===== src/rtl/tfa_pkg.sv =====
`timescale 1ns / 1ps
package tfa_pkg;

	localparam int FRAC_BITS = 16;
	localparam int MagW      = 32;
	localparam int WideW     = 2 * MagW;
	localparam int CntW      = $clog2(MagW);
	localparam int ForceW    = 31;

	localparam logic [ForceW-1:0] ForceCapRst = ForceW'(1) << FRAC_BITS;
	localparam logic [CntW-1:0]   LastStep    = CntW'(MagW - 1);

	typedef logic [MagW-1:0]  mag_t;
	typedef logic [WideW-1:0] wide_t;
	typedef logic [CntW-1:0]  cnt_t;

endpackage


===== src/rtl/tfa_mul.sv =====
`timescale 1ns / 1ps
module tfa_mul (
	input  logic          clk,
	input  logic          arst_n,
	input  logic          start,
	input  tfa_pkg::mag_t a,
	input  tfa_pkg::mag_t b,
	output logic          done,
	output tfa_pkg::wide_t p
);
	import tfa_pkg::*;

	mag_t           a_q;
	mag_t           hi_q;
	mag_t           lo_q;
	cnt_t           cnt_q;
	logic           busy_q;
	logic           done_q;
	logic [MagW:0]  sum;

	// one multiplier bit per cycle, product shifts down into lo
	assign sum = {1'b0, hi_q} + (lo_q[0] ? {1'b0, a_q} : {(MagW + 1){1'b0}});

	always_ff @(posedge clk or negedge arst_n) begin
		if (!arst_n) begin
			busy_q <= 1'b0;
			done_q <= 1'b0;
			cnt_q  <= '0;
		end else if (start) begin
			busy_q <= 1'b1;
			done_q <= 1'b0;
			cnt_q  <= '0;
		end else if (busy_q) begin
			cnt_q <= cnt_q + cnt_t'(1);
			if (cnt_q == LastStep) begin
				busy_q <= 1'b0;
				done_q <= 1'b1;
			end
		end else begin
			done_q <= 1'b0;
		end
	end

	always_ff @(posedge clk) begin
		if (start) begin
			a_q  <= a;
			hi_q <= '0;
			lo_q <= b;
		end else if (busy_q) begin
			{hi_q, lo_q} <= {sum, lo_q[MagW-1:1]};
		end
	end

	assign done = done_q;
	assign p    = {hi_q, lo_q};

endmodule


===== src/rtl/tfa_sqrt.sv =====
`timescale 1ns / 1ps
module tfa_sqrt (
	input  logic           clk,
	input  logic           arst_n,
	input  logic           start,
	input  tfa_pkg::wide_t n,
	output logic           done,
	output tfa_pkg::mag_t  root
);
	import tfa_pkg::*;

	wide_t           n_q;
	logic [MagW+1:0] r_q;
	mag_t            q_q;
	cnt_t            cnt_q;
	logic            busy_q;
	logic            done_q;
	logic [MagW+3:0] shifted;
	logic [MagW+3:0] trial;
	logic            fits;

	// two radicand bits per cycle, one root bit out
	assign shifted = {r_q, n_q[WideW-1:WideW-2]};
	assign trial   = {2'b00, q_q, 2'b01};
	assign fits    = shifted >= trial;

	always_ff @(posedge clk or negedge arst_n) begin
		if (!arst_n) begin
			busy_q <= 1'b0;
			done_q <= 1'b0;
			cnt_q  <= '0;
		end else if (start) begin
			busy_q <= 1'b1;
			done_q <= 1'b0;
			cnt_q  <= '0;
		end else if (busy_q) begin
			cnt_q <= cnt_q + cnt_t'(1);
			if (cnt_q == LastStep) begin
				busy_q <= 1'b0;
				done_q <= 1'b1;
			end
		end else begin
			done_q <= 1'b0;
		end
	end

	always_ff @(posedge clk) begin
		if (start) begin
			n_q <= n;
			r_q <= '0;
			q_q <= '0;
		end else if (busy_q) begin
			n_q <= {n_q[WideW-3:0], 2'b00};
			if (fits) begin
				r_q <= (MagW + 2)'(shifted - trial);
				q_q <= {q_q[MagW-2:0], 1'b1};
			end else begin
				r_q <= shifted[MagW+1:0];
				q_q <= {q_q[MagW-2:0], 1'b0};
			end
		end
	end

	assign done = done_q;
	assign root = q_q;

endmodule


===== src/rtl/tfa_div.sv =====
`timescale 1ns / 1ps
module tfa_div (
	input  logic           clk,
	input  logic           arst_n,
	input  logic           start,
	input  tfa_pkg::wide_t n,
	input  tfa_pkg::mag_t  d,
	output logic           done,
	output tfa_pkg::mag_t  q
);
	import tfa_pkg::*;

	mag_t          d_q;
	mag_t          r_q;
	mag_t          n_q;
	cnt_t          cnt_q;
	logic          busy_q;
	logic          done_q;
	logic [MagW:0] t;
	logic          fits;

	// quotient is known to fit in the low word, so the high word seeds the remainder
	assign t    = {r_q, n_q[MagW-1]};
	assign fits = t >= {1'b0, d_q};

	always_ff @(posedge clk or negedge arst_n) begin
		if (!arst_n) begin
			busy_q <= 1'b0;
			done_q <= 1'b0;
			cnt_q  <= '0;
		end else if (start) begin
			busy_q <= 1'b1;
			done_q <= 1'b0;
			cnt_q  <= '0;
		end else if (busy_q) begin
			cnt_q <= cnt_q + cnt_t'(1);
			if (cnt_q == LastStep) begin
				busy_q <= 1'b0;
				done_q <= 1'b1;
			end
		end else begin
			done_q <= 1'b0;
		end
	end

	always_ff @(posedge clk) begin
		if (start) begin
			d_q <= d;
			r_q <= n[WideW-1:MagW];
			n_q <= n[MagW-1:0];
		end else if (busy_q) begin
			if (fits) begin
				r_q <= MagW'(t - {1'b0, d_q});
			end else begin
				r_q <= t[MagW-1:0];
			end
			n_q <= {n_q[MagW-2:0], fits};
		end
	end

	assign done = done_q;
	assign q    = n_q;

endmodule


===== src/rtl/truncated_force_accumulator_top.sv =====
`timescale 1ns / 1ps
// flow: a word met with no budget left only marks the list exhausted; otherwise a force of zero
// length adds nothing, a shorter one than the budget is added whole and a longer one is rescaled;
// a new word is taken only once the last one is through; a last word waits while the output
// register is still full; one shift-add multiplier, one root unit and one divider are
// shared, each giving one bit (root: two radicand bits) per cycle
// reset: asynchronous, clears running totals, exhausted flag, output valid and sets the force cap to 1.0
module truncated_force_accumulator_top (
	input  logic                     clk,
	input  logic                     arst_n,
	input  logic                     cfg_we,
	input  logic [tfa_pkg::ForceW-1:0] cfg_wdata,
	input  logic                     s_tvalid,
	output logic                     s_tready,
	input  logic [63:0]              s_tdata,  // force_x, force_y
	input  logic                     s_tlast,
	output logic                     m_tvalid,
	input  logic                     m_tready,
	output logic [63:0]              m_tdata,  // total_x, total_y
	output logic                     m_tuser   // exhausted
);
	import tfa_pkg::*;

	typedef enum logic [11:0] {
		ST_IDLE = 12'b0000_0000_0001,
		ST_TSX  = 12'b0000_0000_0010,
		ST_TSY  = 12'b0000_0000_0100,
		ST_TRT  = 12'b0000_0000_1000,
		ST_FSX  = 12'b0000_0001_0000,
		ST_FSY  = 12'b0000_0010_0000,
		ST_FRT  = 12'b0000_0100_0000,
		ST_MX   = 12'b0000_1000_0000,
		ST_DX   = 12'b0001_0000_0000,
		ST_MY   = 12'b0010_0000_0000,
		ST_DY   = 12'b0100_0000_0000,
		ST_FIN  = 12'b1000_0000_0000
	} state_t;

	state_t             state_q, state_d;
	logic [ForceW-1:0]  force_cap_q;
	mag_t               fx_q, fy_q;
	logic               last_q;
	mag_t               sum_x_q, sum_y_q;
	logic               gone_q;
	logic [ForceW-1:0]  rem_q;
	mag_t               len_q;
	wide_t              acc_q;
	mag_t               tot_x_q, tot_y_q;
	logic               exh_q;
	logic               out_valid_q;

	logic               mul_start, sqrt_start, div_start;
	mag_t               mul_a, mul_b, div_d;
	wide_t              sqrt_n, div_n;
	logic               mul_done, sqrt_done, div_done;
	wide_t              mul_p;
	mag_t               root, div_q;

	logic [ForceW+1:0]  rem;
	logic               rem_gone;
	logic               out_load;
	logic [MagW:0]      scaled;
	logic [MagW:0]      fx_ext, fy_ext;

	function automatic mag_t mag_of(input mag_t v);
		return v[MagW-1] ? (~v + mag_t'(1)) : v;
	endfunction

	function automatic mag_t sat_add(input mag_t s, input logic [MagW:0] c);
		logic [MagW+1:0] t;
		t = {{2{s[MagW-1]}}, s} + {c[MagW], c};
		if (t[MagW+1] != t[MagW] || t[MagW] != t[MagW-1]) begin
			return t[MagW+1] ? {1'b1, {(MagW - 1){1'b0}}} : {1'b0, {(MagW - 1){1'b1}}};
		end
		return t[MagW-1:0];
	endfunction

	tfa_mul u_mul (
		.clk    (clk),
		.arst_n (arst_n),
		.start  (mul_start),
		.a      (mul_a),
		.b      (mul_b),
		.done   (mul_done),
		.p      (mul_p)
	);

	tfa_sqrt u_sqrt (
		.clk    (clk),
		.arst_n (arst_n),
		.start  (sqrt_start),
		.n      (sqrt_n),
		.done   (sqrt_done),
		.root   (root)
	);

	tfa_div u_div (
		.clk    (clk),
		.arst_n (arst_n),
		.start  (div_start),
		.n      (div_n),
		.d      (div_d),
		.done   (div_done),
		.q      (div_q)
	);

	// remaining budget against the current total length
	assign rem      = {2'b00, force_cap_q} - {1'b0, root};
	assign rem_gone = rem[ForceW+1] || (rem == '0);
	assign out_load = (state_q == ST_FIN) && last_q && (!out_valid_q || m_tready);
	assign scaled   = fx_q[MagW-1] && (state_q == ST_DX) || fy_q[MagW-1] && (state_q == ST_DY)
	                  ? (~{1'b0, div_q} + (MagW + 1)'(1)) : {1'b0, div_q};
	assign fx_ext   = {fx_q[MagW-1], fx_q};
	assign fy_ext   = {fy_q[MagW-1], fy_q};

	always_comb begin
		state_d    = state_q;
		mul_start  = 1'b0;
		sqrt_start = 1'b0;
		div_start  = 1'b0;
		mul_a      = '0;
		mul_b      = '0;
		sqrt_n     = '0;
		div_n      = mul_p;
		div_d      = len_q;
		unique case (state_q)
			ST_IDLE: begin
				if (s_tvalid) begin
					mul_start = 1'b1;
					mul_a     = mag_of(sum_x_q);
					mul_b     = mag_of(sum_x_q);
					state_d   = ST_TSX;
				end
			end
			ST_TSX: begin
				if (mul_done) begin
					mul_start = 1'b1;
					mul_a     = mag_of(sum_y_q);
					mul_b     = mag_of(sum_y_q);
					state_d   = ST_TSY;
				end
			end
			ST_TSY: begin
				if (mul_done) begin
					sqrt_start = 1'b1;
					sqrt_n     = acc_q + mul_p;
					state_d    = ST_TRT;
				end
			end
			ST_TRT: begin
				if (sqrt_done) begin
					if (rem_gone) begin
						state_d = ST_FIN;
					end else begin
						mul_start = 1'b1;
						mul_a     = mag_of(fx_q);
						mul_b     = mag_of(fx_q);
						state_d   = ST_FSX;
					end
				end
			end
			ST_FSX: begin
				if (mul_done) begin
					mul_start = 1'b1;
					mul_a     = mag_of(fy_q);
					mul_b     = mag_of(fy_q);
					state_d   = ST_FSY;
				end
			end
			ST_FSY: begin
				if (mul_done) begin
					sqrt_start = 1'b1;
					sqrt_n     = acc_q + mul_p;
					state_d    = ST_FRT;
				end
			end
			ST_FRT: begin
				if (sqrt_done) begin
					if (root == '0 || root < {1'b0, rem_q}) begin
						state_d = ST_FIN;
					end else begin
						mul_start = 1'b1;
						mul_a     = mag_of(fx_q);
						mul_b     = {1'b0, rem_q};
						state_d   = ST_MX;
					end
				end
			end
			ST_MX: begin
				if (mul_done) begin
					div_start = 1'b1;
					state_d   = ST_DX;
				end
			end
			ST_DX: begin
				if (div_done) begin
					mul_start = 1'b1;
					mul_a     = mag_of(fy_q);
					mul_b     = {1'b0, rem_q};
					state_d   = ST_MY;
				end
			end
			ST_MY: begin
				if (mul_done) begin
					div_start = 1'b1;
					state_d   = ST_DY;
				end
			end
			ST_DY: begin
				if (div_done) begin
					state_d = ST_FIN;
				end
			end
			ST_FIN: begin
				if (!last_q || out_load) begin
					state_d = ST_IDLE;
				end
			end
			default: begin
				state_d = ST_IDLE;
			end
		endcase
	end

	always_ff @(posedge clk or negedge arst_n) begin
		if (!arst_n) begin
			state_q     <= ST_IDLE;
			force_cap_q <= ForceCapRst;
			sum_x_q     <= '0;
			sum_y_q     <= '0;
			gone_q      <= 1'b0;
			out_valid_q <= 1'b0;
		end else begin
			state_q <= state_d;
			if (cfg_we) begin
				force_cap_q <= cfg_wdata;
			end
			if (state_q == ST_TRT && sqrt_done && rem_gone) begin
				gone_q <= 1'b1;
			end
			if (state_q == ST_FRT && sqrt_done && root != '0 && root < {1'b0, rem_q}) begin
				sum_x_q <= sat_add(sum_x_q, fx_ext);
				sum_y_q <= sat_add(sum_y_q, fy_ext);
			end
			if (state_q == ST_DX && div_done) begin
				sum_x_q <= sat_add(sum_x_q, scaled);
			end
			if (state_q == ST_DY && div_done) begin
				sum_y_q <= sat_add(sum_y_q, scaled);
			end
			if (out_load) begin
				sum_x_q     <= '0;
				sum_y_q     <= '0;
				gone_q      <= 1'b0;
				out_valid_q <= 1'b1;
			end else if (m_tready) begin
				out_valid_q <= 1'b0;
			end
		end
	end

	always_ff @(posedge clk) begin
		if (state_q == ST_IDLE && s_tvalid) begin
			fx_q   <= s_tdata[MagW-1:0];
			fy_q   <= s_tdata[2*MagW-1:MagW];
			last_q <= s_tlast;
		end
		if (mul_done && (state_q == ST_TSX || state_q == ST_FSX)) begin
			acc_q <= mul_p;
		end
		if (state_q == ST_TRT && sqrt_done) begin
			rem_q <= rem[ForceW-1:0];
		end
		if (state_q == ST_FRT && sqrt_done) begin
			len_q <= root;
		end
		if (out_load) begin
			tot_x_q <= sum_x_q;
			tot_y_q <= sum_y_q;
			exh_q   <= gone_q;
		end
	end

	assign s_tready = (state_q == ST_IDLE);
	assign m_tvalid = out_valid_q;
	assign m_tdata  = {tot_y_q, tot_x_q};
	assign m_tuser  = exh_q;

endmodule


===== config.mk =====
export PLATFORM = sky130hd
export DESIGN_NAME = truncated_force_accumulator_top
export DESIGN_NICKNAME = d
export VERILOG_FILES = /design/src/rtl/tfa_pkg.sv /design/src/rtl/tfa_mul.sv /design/src/rtl/tfa_sqrt.sv /design/src/rtl/tfa_div.sv /design/src/rtl/truncated_force_accumulator_top.sv
export SDC_FILE = /design/constraint.sdc
export NUM_CORES = 2
export LEC_CHECK = 0
export BUFFER_PORTS_ARGS = -buffer_cell sky130_fd_sc_hd__buf_2
export CORE_MARGIN = 3
export CORE_UTILIZATION = 60
export CTS_BUF_LIST = sky130_fd_sc_hd__clkbuf_8 sky130_fd_sc_hd__clkbuf_16
export DETAILED_ROUTE_END_ITERATION = 16
export PLACE_DENSITY = 0.82
export SLEW_MARGIN = 20
export SYNTH_ARGS = -nofsm -noshare
export SYNTH_HDL_FRONTEND = slang
export SYNTH_HIERARCHICAL = 1
export SYNTH_SLANG_ARGS = --single-unit

===== constraint.sdc =====
create_clock -name clk -period 12.8 [get_ports clk]
set_input_delay 0 -clock clk [delete_from_list [all_inputs] [get_ports clk]]
set_output_delay 0 -clock clk [all_outputs]
set_load 0.05 [all_outputs]

==> results by group <==
Route
  – Violation count after the first detailed-route iteration: between 5000 and 6000
  – Post-route DRC: 0
  – First-pass iteration count of the detailed router: 6
  – WL/cell: roughly 25 um
  – Remaining number of nets flagged by the antenna check after routing: 0
  – Total routed wirelength: 163 mm
  – Total via count in the routed design: 43400
  – Via/cell ratio: 6.74

Timing
  – Max_slew headroom: 25.9%
  – Maximum achievable frequency: between 0.1 and 0.15 GHz
  – Unrepaired setup endpoints after global routing: false
  – Period minus WS final: around 7.0 ns
  – Final hold violations: 0
  – Finish-stage setup viols: 0
  – Post-route worst setup slack: 5.84 ns
  – Post-route clock skew: roughly 0.033 ns
  – Period utilisation layout: a little over half
  – Post-Route Setup TNS: 0 ns
  – Slew at the pin closest to its max-slew limit: 1.11 ns
  – Count of pins over their slew limit: 0

Setup path
  – Data required time at the worst endpoint: 13.36 ns
  – Slowest stage cell, crit path: sky130_fd_sc_hd__nor3_1
  – Critical Path Fanout Max: 27
  – Crit path max-delay family: compound AO/OA/AOI/OAI gates
  – Cell chain of the critical path: or3_1, nor2_1, nand4_1, nor3b_1, a21o_1, buf_4, nand2_1, o21ai_0, inv_1, fa_1, nand2b_1, a21oi_1, o21ai_1, a311o_1, o31ai_1, o21ai_0, o311a_1, nor3_1, o21ai_4, o221a_2, a22o_1
  – Crit path arrival time: 7.53 ns
  – Start-to-end type of the worst setup path: flop to flop
  – Worst path buffer plus inverter count: 2
  – Most Frequent Cell on Critical Path: sky130_fd_sc_hd__o21ai_0
  – Nature of the critical path endpoint: flop
  – Category of the worst setup path launch point: flop
  – Largest stage delay on the critical path: roughly 0.61 ns

Synth
  – Post-synthesis net count: ~5600
  – Post-synth top area cell: sky130_fd_sc_hd__edfxtp_1
  – Avg Synthesized Cell Area: 9.77 um2
  – Proportion of synthesized flip-flops having asynchronous set or reset: 18.3%
  – Cell variety after synth: 114
  – Top post-synthesis cells by area: sky130_fd_sc_hd__edfxtp_1, sky130_fd_sc_hd__ha_1, sky130_fd_sc_hd__dfrtp_1
  – Number of synthesized register bits: 709
  – Area share of the largest cell type after synthesis: ~29%
  – Count of synthesis-stage warnings from yosys: 6
  – Proportion of synthesized chip area in sequential cells: 39.5%
  – Most used flip-flop cell after synthesis: sky130_fd_sc_hd__edfxtp_1
  – Synthesized instance count: 5100
  – Number of synthesized flops with an enable pin: 481
  – Cell Area, Synth: roughly 50000 um2

CTS
  – TritonCTS clock tree: yes
  – Maximum number of buffers from clock root to sink: 3
  – Clock buffers created by TritonCTS: between 70 and 80
  – Total of cells resized after clock tree synthesis: 0
  – Number of H-tree levels: 3
  – Clock transition at the registers of the reported paths: 0.07 ns
  – Worst-skew pair later-pin latency: 0.67 ns
  – Clock root cell: sky130_fd_sc_hd__clkbuf_16
  – Sink count of the clock tree: 709

Place
  – Setup slack at placement: 5.76 ns
  – Count of port buffers added during placement: ~170
  – Placed Cells: 6196
  – Routability congestion estimate from global placement: approximately 1.0
  – Dpl hpwl: 122 mm

Global routing
  – Number of antenna violations at the first check in global routing: 5
  – Pin count of the biggest net entering global routing: 78
  – First-pass GRT wire length: 244 mm
  – Final global-route overflow total: 0
  – Global-route usage over all layers: 36.7%
  – Via count of the first global-routing pass: 40600

Cells and area
  – P&R area growth vs syn: 11.0%
  – Share of layout cells above drive strength 1: about an eighth
  – Number of fill cells: 6310
  – Number of nets in the finished design: 5780
  – Sequential cell area: 19700 um2
  – Non-filler cells in the finished layout: 6445
  – Area of the multi-input gates: 28500 um2
  – Leading cell type in the layout, fill and taps excluded: sky130_fd_sc_hd__edfxtp_1
  – Commonest non-fill, non-tap cells in the layout: sky130_fd_sc_hd__edfxtp_1, sky130_fd_sc_hd__ha_1, sky130_fd_sc_hd__nor2_1, sky130_fd_sc_hd__a21oi_1, sky130_fd_sc_hd__nand2_1

Floorplanning
  – Die area: 86500 um2
  – Die height: 294 um
  – IO Pins: roughly 170
  – Core region area: 82100 um2
  – Number of placement rows: 105
  – Initial core utilization: 60.7%
  – Floorplan die width: 294 um

Run
  – Number of max-cap violations: 0

Power
  – Leakage power summed over all cells: 22.2 nW
  – Worst-case vdd ir drop: 0.000140 V
  – Areal power density over the cells: 143 nW/um2

Hold path
  – Path category of the worst min-delay check: primary input to flop

Status
  – Result of the run: complete, no violations
Yosys cell counts (98+ instances only):
master / n
sky130_fd_sc_hd__inv_1: 242
sky130_fd_sc_hd__mux2_2: 190
sky130_fd_sc_hd__nor2_1: 366
sky130_fd_sc_hd__dfrtp_1: 128
sky130_fd_sc_hd__o21ai_0: 294
sky130_fd_sc_hd__ha_1: 363
sky130_fd_sc_hd__clkbuf_1: 159
sky130_fd_sc_hd__dfxtp_1: 98
sky130_fd_sc_hd__nand2_1: 339
sky130_fd_sc_hd__edfxtp_1: 481
sky130_fd_sc_hd__a21o_1: 173
sky130_fd_sc_hd__a21oi_1: 353
sky130_fd_sc_hd__xnor2_1: 200
sky130_fd_sc_hd__xor2_1: 208
path summary, 6_finish.rpt:
check | start | endpoint | slack (ns) | cells past startpoint
setup / recovery | state_q[4]$_DFFE_PN0P_ | sum_y_q[30]$_DFFE_PN0P_ | 5.84 | 21
hold / removal | s_tdata[53] | fy_q[21]$_DFFE_PP_ | 0.04 | 2
setup reg to reg | state_q[4]$_DFFE_PN0P_ | sum_y_q[30]$_DFFE_PN0P_ | 5.84 | 21
hold reg to reg | div_d[26]$_DFFE_PP_ | u_div/d_q[26]$_DFFE_PP_ | 0.42 | 0
max in group asynchronous | arst_n | u_sqrt/busy_q$_DFF_PN0_ | 11.41 | 4
min in group asynchronous | arst_n | sum_x_q[19]$_DFFE_PN0P_ | 0.45 | 4
logic make-up after synthesis:
kind of cell | count (synthesis) | synth area share [%]
muxes | 263 | 5.77
and+or+nand+nor | 1340 | 13.3
buffers and inverters | 440 | 3.48
adders and majority gates | 371 | 9.44
xor gates and xnor gates | 408 | 7.17
AOI/OAI and AO/OA | 1569 | 21.4
DFF | 709 | 39.5
metrics by stage:
stage | utilization [%] | instance area (um2) | hold WS [ns] | power, W
2_1_floorplan | - | 49800 | -0.296 | 0.00480
3_3_place_gp | 62.9 | 51700 | 0.0413 | 0.00550
3_5_place_dp | 62.9 | 51700 | 0.0484 | 0.00555
4_1_cts | 67.3 | 55300 | 0.0135 | 0.00783
5_1_grt | 67.3 | 55300 | 0.0471 | 0.00824
6_report | 67.3 | 55300 | 0.0400 | 0.00791
final cells by class:
class / count / share of cell area (%)
Clock inverter: 60 / 0.898
Timing Repair Buffer: 324 / 4.15
Multi-Input combinational cell: 3951 / 51.6
Tap cell: 1070 / 2.42
Clock buffer: 84 / 3.72
Sequential cell: 709 / 35.6
Inverter: 244 / 1.66
Antenna cell: 3 / 0.0136
sequential cells by signal, indices dropped and copies added (netlist names), 32 cells and up:
register / flops
acc_q: 64
u_mul/hi_q: 32
sum_x_q: 32
u_div/d_q: 32
fy_q: 32
u_sqrt/root: 32
div_d: 32
fx_q: 32
u_div/r_q: 32
u_mul/a_q: 32
sum_y_q: 32
u_sqrt/n_q: 64
u_div/q: 32
u_sqrt/r_q: 34
tot_y_q: 32
u_mul/lo_q: 32
tot_x_q: 32
per-layer routing:
layer  wire [um]  global-route usage [%]  vias to the layer above
met2       69700                    54.9                     2454
met4        8070                    16.2                        2
li1            -                       -                    19700
met1       65700                    50.5                    20800
met5         147                    1.22                        -
met3       19100                    9.04                      486
report_power, final:
group          total [W]  internal, W  switching, W
logic            0.00268      0.00101       0.00167
registers        0.00297      0.00268      0.000294
clock network    0.00226      0.00126       0.00100
timing repair:
item | CTS | global route
buffers inserted | 0 | 0
endpoints found under the hold margin | 165 | 0
hold buffers | 102 | 0
worst register-to-register path, delay by kind of cell, from the launching register on:
family / cells / cell delay [ns]
adder cells (fa/ha/maj): 1 / 0.46
buffers and inverters: 2 / 0.47
AO/OA/AOI/OAI: 11 / 3.45
flip-flops: 1 / 0.45
AND/OR/NAND/NOR: 7 / 2.02
(Power assumes the default switching activity.)
